[config.mk]
export PLATFORM = sky130hd
export DESIGN_NAME = mpc_ram
export DESIGN_NICKNAME = d
export VERILOG_FILES = /design/src/sv/mpc_pkg.sv /design/src/sv/mpc_ram.sv
export SDC_FILE = /design/constraint.sdc
export NUM_CORES = 1
export LEC_CHECK = 0
export CAP_MARGIN = 20
export CORE_UTILIZATION = 56
export CTS_BUF_LIST = sky130_fd_sc_hd__clkbuf_16
export CTS_CLUSTER_SIZE = 8
export DETAILED_ROUTE_END_ITERATION = 7
export DONT_BUFFER_PORTS = 1
export GPL_TIMING_DRIVEN = 0
export PLACE_DENSITY = 0.77
export SLEW_MARGIN = 20
export SYNTH_ARGS = -nofsm -noshare
export SYNTH_HDL_FRONTEND = slang
export SYNTH_SLANG_ARGS = --single-unit
export TNS_END_PERCENT = 5
[constraint.sdc]
create_clock -name clk_i -period 1.8 [get_ports clk_i]
set_input_delay 0.36 -clock clk_i [delete_from_list [all_inputs] [get_ports clk_i]]
set_output_delay 0.36 -clock clk_i [all_outputs]
set_load 0.03 [all_outputs]
[src/sv/mpc_pkg.sv]
package mpc_pkg;

  localparam int RING_DEPTH = 16;
  localparam int PTR_W      = 4;
  localparam int FILL_W     = 5;
  localparam int PID_W      = 5;
  localparam int SLOT_W     = PID_W + 1;
  localparam int MSG_W      = 64 + 4;

  typedef enum logic [1:0] {
    ST_OK    = 2'd0,
    ST_FAIL  = 2'd1,
    ST_FULL  = 2'd2,
    ST_EMPTY = 2'd3
  } status_e;

  typedef enum logic [2:0] {
    FN_CREATE    = 3'd0,
    FN_OPEN      = 3'd1,
    FN_CLOSE     = 3'd2,
    FN_SEND      = 3'd3,
    FN_RECEIVE   = 3'd4,
    FN_CLOSE_ALL = 3'd5
  } func_e;

  // Keeps the low len bytes of a 64-bit word.
  function automatic logic [63:0] byte_mask(input logic [3:0] len);
    logic [63:0] m;
    if (len >= 4'd8) begin
      m = '1;
    end else begin
      m = (64'd1 << {len[2:0], 3'b000}) - 64'd1;
    end
    return m;
  endfunction

endpackage

[src/sv/mpc_ram.sv]
module mpc_ram import mpc_pkg::*; #(
  parameter int WIDTH = 8,
  parameter int DEPTH = 16
) (
  input  logic                                    clk_i,
  input  logic                                    we_i,
  input  logic [(DEPTH > 1 ? $clog2(DEPTH) : 1)-1:0] waddr_i,
  input  logic [WIDTH-1:0]                        wdata_i,
  input  logic [(DEPTH > 1 ? $clog2(DEPTH) : 1)-1:0] raddr_i,
  output logic [WIDTH-1:0]                        rdata_o
);

  logic [WIDTH-1:0] mem_q [DEPTH];

  always_ff @(posedge clk_i) begin
    if (we_i) begin
      mem_q[waddr_i] <= wdata_i;
    end
    rdata_o <= mem_q[raddr_i];
  end

endmodule
* Yosys cells after proc, flatten, opt, wreduce, memory -nomap -nowiden
Memory sizes are Yosys's and may differ from the RTL's. A register that Yosys moved wholly into a read port is not among the register bits.
Index checks and enable logic that the tools add are counted.
** Word-level totals
- Flip-flop bits (word level) :: 0
- RAM bits :: 128
- Input bits :: 18
- Output and inout port bits :: 8
- Logic and storage cells :: 3
- Memories :: 1
** Memories
- mem_q :: words 16, width 8, read ports 1, clocked after memory_dff 1, write ports 1, line mpc_ram.sv:13 : logic [WIDTH-1:0] mem_q [DEPTH];
** Operators by class
- Mux-type cells :: 2
** Operators by type and width (number)
- $mux W1 :: 2

* Depth between registers and ports, before layout
- Depth after elaboration :: 2
- Gate-level depth with buffers :: 5
- Depth with buffers taken out :: 3

* Worst setup path after synthesis
No wires, ideal clock.
- Path kind :: input-to-reg
- From :: input waddr_i[2] in the netlist's numbering
- To :: memory mem_q[0][0], enable pin
- Setup time :: 0.383 ns
- Arrival time :: 1.470 ns
- Required time :: 1.417 ns
- Setup slack :: -0.053 ns
- Stages :: 2
- Buffers on the path :: 0
- Cell sequence :: or3b_2 nor3_1
** RTL lines
- from (decl) :: line mpc_ram.sv:7 : input logic [(DEPTH > 1 ? $clog2(DEPTH) : 1)-1:0] waddr_i,
- to (decl) :: line mpc_ram.sv:13
No word-level cell before the write port.

* Worst setup path after layout
- From :: input waddr_i[2] in the netlist's numbering
- To :: memory mem_q[2][5], enable pin
No word-level cell before the write port.

==> flow_metrics.env <==
export IMPL_gp_congestion=0.7104
export IMPL_start_util_pct=58.45
export IMPL_core_area_sq_um=8806
export IMPL_root_buffer="clkbuf_16"
export IMPL_tightest_slew_ps=875.0
export IMPL_cp_top_family="simple AND/OR/NAND/NOR gates"
export IMPL_crit_path_cell_trace="or3b_2, nor2_1"
export IMPL_critical_path_required_ps=1830
export IMPL_antenna_found_initial=0
export IMPL_status="finished, violations left"
export IMPL_end_kind="flop"
export IMPL_first_iter_violations=340
export IMPL_slew_violations=0
export IMPL_grt_pass1_wl_um=14570
export IMPL_power_switching_mw=1.364
export IMPL_cts_hold_buf=0
export IMPL_skew_ps=10.82
export IMPL_power_mw=6.853
export IMPL_synth_area_sq_um=5147
export IMPL_drt_first_pass_iters=7
export IMPL_ys_seq_area_share_pct=77.78
export IMPL_post_cts_setup_buffers=0
export IMPL_multiInputGateArea_sq_um=1077
export IMPL_pwr_share_comb_pct=3.5
export IMPL_finish_utilization_pct=66.03
export IMPL_synth_avg_cell_area_sq_um=22.48
export IMPL_ys_flop_type="edfxtp_1"
export IMPL_clock_fmax_mhz=644.4
export IMPL_rows=34
export IMPL_ys_ff_latch=136
export IMPL_power_frac_clock_pct=43.8
export IMPL_synth_warning_count=0
export IMPL_cts_resized=0
export IMPL_final_cell_mix="128 x edfxtp_1, 18 x mux4_2, 17 x clkbuf_16, 16 x a22oi_1, 14 x mux4_1"
export IMPL_port_buffer_count=0
export IMPL_internal_power_mw=5.489
export IMPL_min_period_ps=1552
export IMPL_htree_levels=4
export IMPL_cts_clk_slew_worst_paths_ps=60
export IMPL_track_usage_pct=22.44
export IMPL_syn_inst=229
export IMPL_violations="design-rule violations"
export IMPL_synth_area_leader_cell="edfxtp_1"
export IMPL_rsz0062_at_grt="false"
export IMPL_n_fill_cell=551
export IMPL_p_seq_share_pct=52.7
export IMPL_clock_latency_ps=410
export IMPL_power_leakage_nw=1.929
export IMPL_path_buf_inv=0
export IMPL_drc=2
export IMPL_crit_arrival_ps=1580
export IMPL_peakVddDrop_mv=0.6667
export IMPL_setup_tns_final_ps=0
export IMPL_cp_start_kind="primary input"
export IMPL_synth_distinct_cells=19
export IMPL_max_cap_viol_count=0
export IMPL_drive_gt1_share_pct=20.69
export IMPL_routed_via_count=2365
export IMPL_grt_ovfl_total=0
export IMPL_first_global_vias=2331
export IMPL_dp_hpwl_um=5856
export IMPL_cp_max_fo=8
export IMPL_area_delta_synth_final_pct=12.96
export IMPL_grt_max_degree=17
export IMPL_routed_wl_um=9659
export IMPL_ant_nets=0
export IMPL_cpMaxStageDelayCell="nor2_1"
export IMPL_synth_top_area_share_pct=74.67
export IMPL_slew_headroom_pct=41.45
export IMPL_cts_tree="built"
export IMPL_syn_num_nets=247
export IMPL_critPathKind="primary input to flop"
export IMPL_p_per_area_nw_per_um2=1179
export IMPL_cpPeakStageDelay_ps=690
export IMPL_pin_count=26
export IMPL_synth_edf_count=128
export IMPL_clockBufferDepth=2
export IMPL_timing_final_crit_share_pct=86.21
export IMPL_detail_route_vias_per_cell=6.409
export IMPL_die_h_um=97.88
export IMPL_synth_area_leaders="edfxtp_1 75%, mux4_2 7.9%, mux4_1 7.1%, dfxtp_1 3.1%, a22oi_1 2.3%"
export IMPL_diodes=0
export IMPL_clock_sinks=136
export IMPL_die_w_um=97.88
export IMPL_layout_commonest_cell="edfxtp_1"
export IMPL_setup_viol=0
export IMPL_hp_class="primary input to flop"
export IMPL_die_area_sq_um=9580
export IMPL_async_flop_share_pct=0
export IMPL_cts_buffers_inserted=17
export IMPL_hold_violations=0
export IMPL_fin_nets=266
export IMPL_regArea_sq_um=4004
export IMPL_swShare_pct=19.91
export IMPL_wl_per_cell_um=26.18
## metal layers
metal / wire, um / up-vias / track usage, %
li1: - / 1014 / -
met3: 692 / 20 / 6.013
met4: 274 / 0 / 11.54
met5: 0 / - / 0
met2: 4683 / 107 / 32.94
met1: 4009 / 1224 / 31.44
## worst paths after layout
| path | startpoint | endpoint | slack (ps) | depth (start not counted) |
|---|---|---|---|---|
| worst min-delay path | wdata_i[4] | mem_q[6][4]$_DFFE_PP_ | 40 | 0 |
| worst max register to register | mem_q[5][0]$_DFFE_PP_ | rdata_o[0]$_DFF_P_ | 340 | 3 |
| worst max-delay path | waddr_i[2] | mem_q[2][5]$_DFFE_PP_ | 250 | 2 |
| worst min register to register | mem_q[11][1]$_DFFE_PP_ | rdata_o[1]$_DFF_P_ | 680 | 3 |
## Yosys cell counts (3+ instances only)
| cell | number |
|---|---|
| mux4_1 | 14 |
| nor2_1 | 13 |
| nor3_1 | 4 |
| clkdlybuf4s25_2 | 3 |
| mux4_2 | 18 |
| edfxtp_1 | 128 |
| buf_6 | 3 |
| nand2_1 | 9 |
| dfxtp_1 | 8 |
| buf_2 | 3 |
| a22oi_1 | 16 |
## through the flow
step / setup slack, ps / std cells / area (sq um) / hold slack (ps)
after floorplan: 173.9 / 229 / 5152 / 458.9
after global placement: -206.5 / 337 / 5288 / 459.7
after detailed placement: -132.6 / 337 / 5303 / 459.5
after CTS: 265.8 / 369 / 5814 / 33.47
after global routing: 217.0 / 369 / 5814 / 27.35
final: 248.1 / 369 / 5814 / 39.82
## logic make-up after synthesis
| group | share of synthesized area, % |
|---|---|
| compound gates | 2.334 |
| buf+inv | 1.677 |
| flops | 77.78 |
| mux | 15.02 |
| simple gates | 3.184 |
## final cells by class
| type | count | share of cell area, % |
|---|---|---|
| Sequential cell | 136 | 68.86 |
| Multi-Input combinational cell | 83 | 18.53 |
| Clock buffer | 17 | 7.317 |
| Tap cell | 108 | 2.324 |
| Clock inverter | 15 | 1.485 |
| Buffer | 10 | 1.485 |
## registers in the layout (all words and copies together) (netlist names)
register  count
rdata_o       8
mem_q       128
## power by group through the flow
stage / registers [mW] / clock network (mW) / logic (mW)
final: 3.61 / 3.00 / 0.242
after global routing: 3.61 / 3.15 / 0.256
after CTS: 3.61 / 3.03 / 0.244
after detailed placement: 3.67 / 0 / 0.242
after global placement: 3.67 / 0 / 0.238
after floorplan: 3.66 / 0 / 0.180
Power figures use the tool's default switching activity.
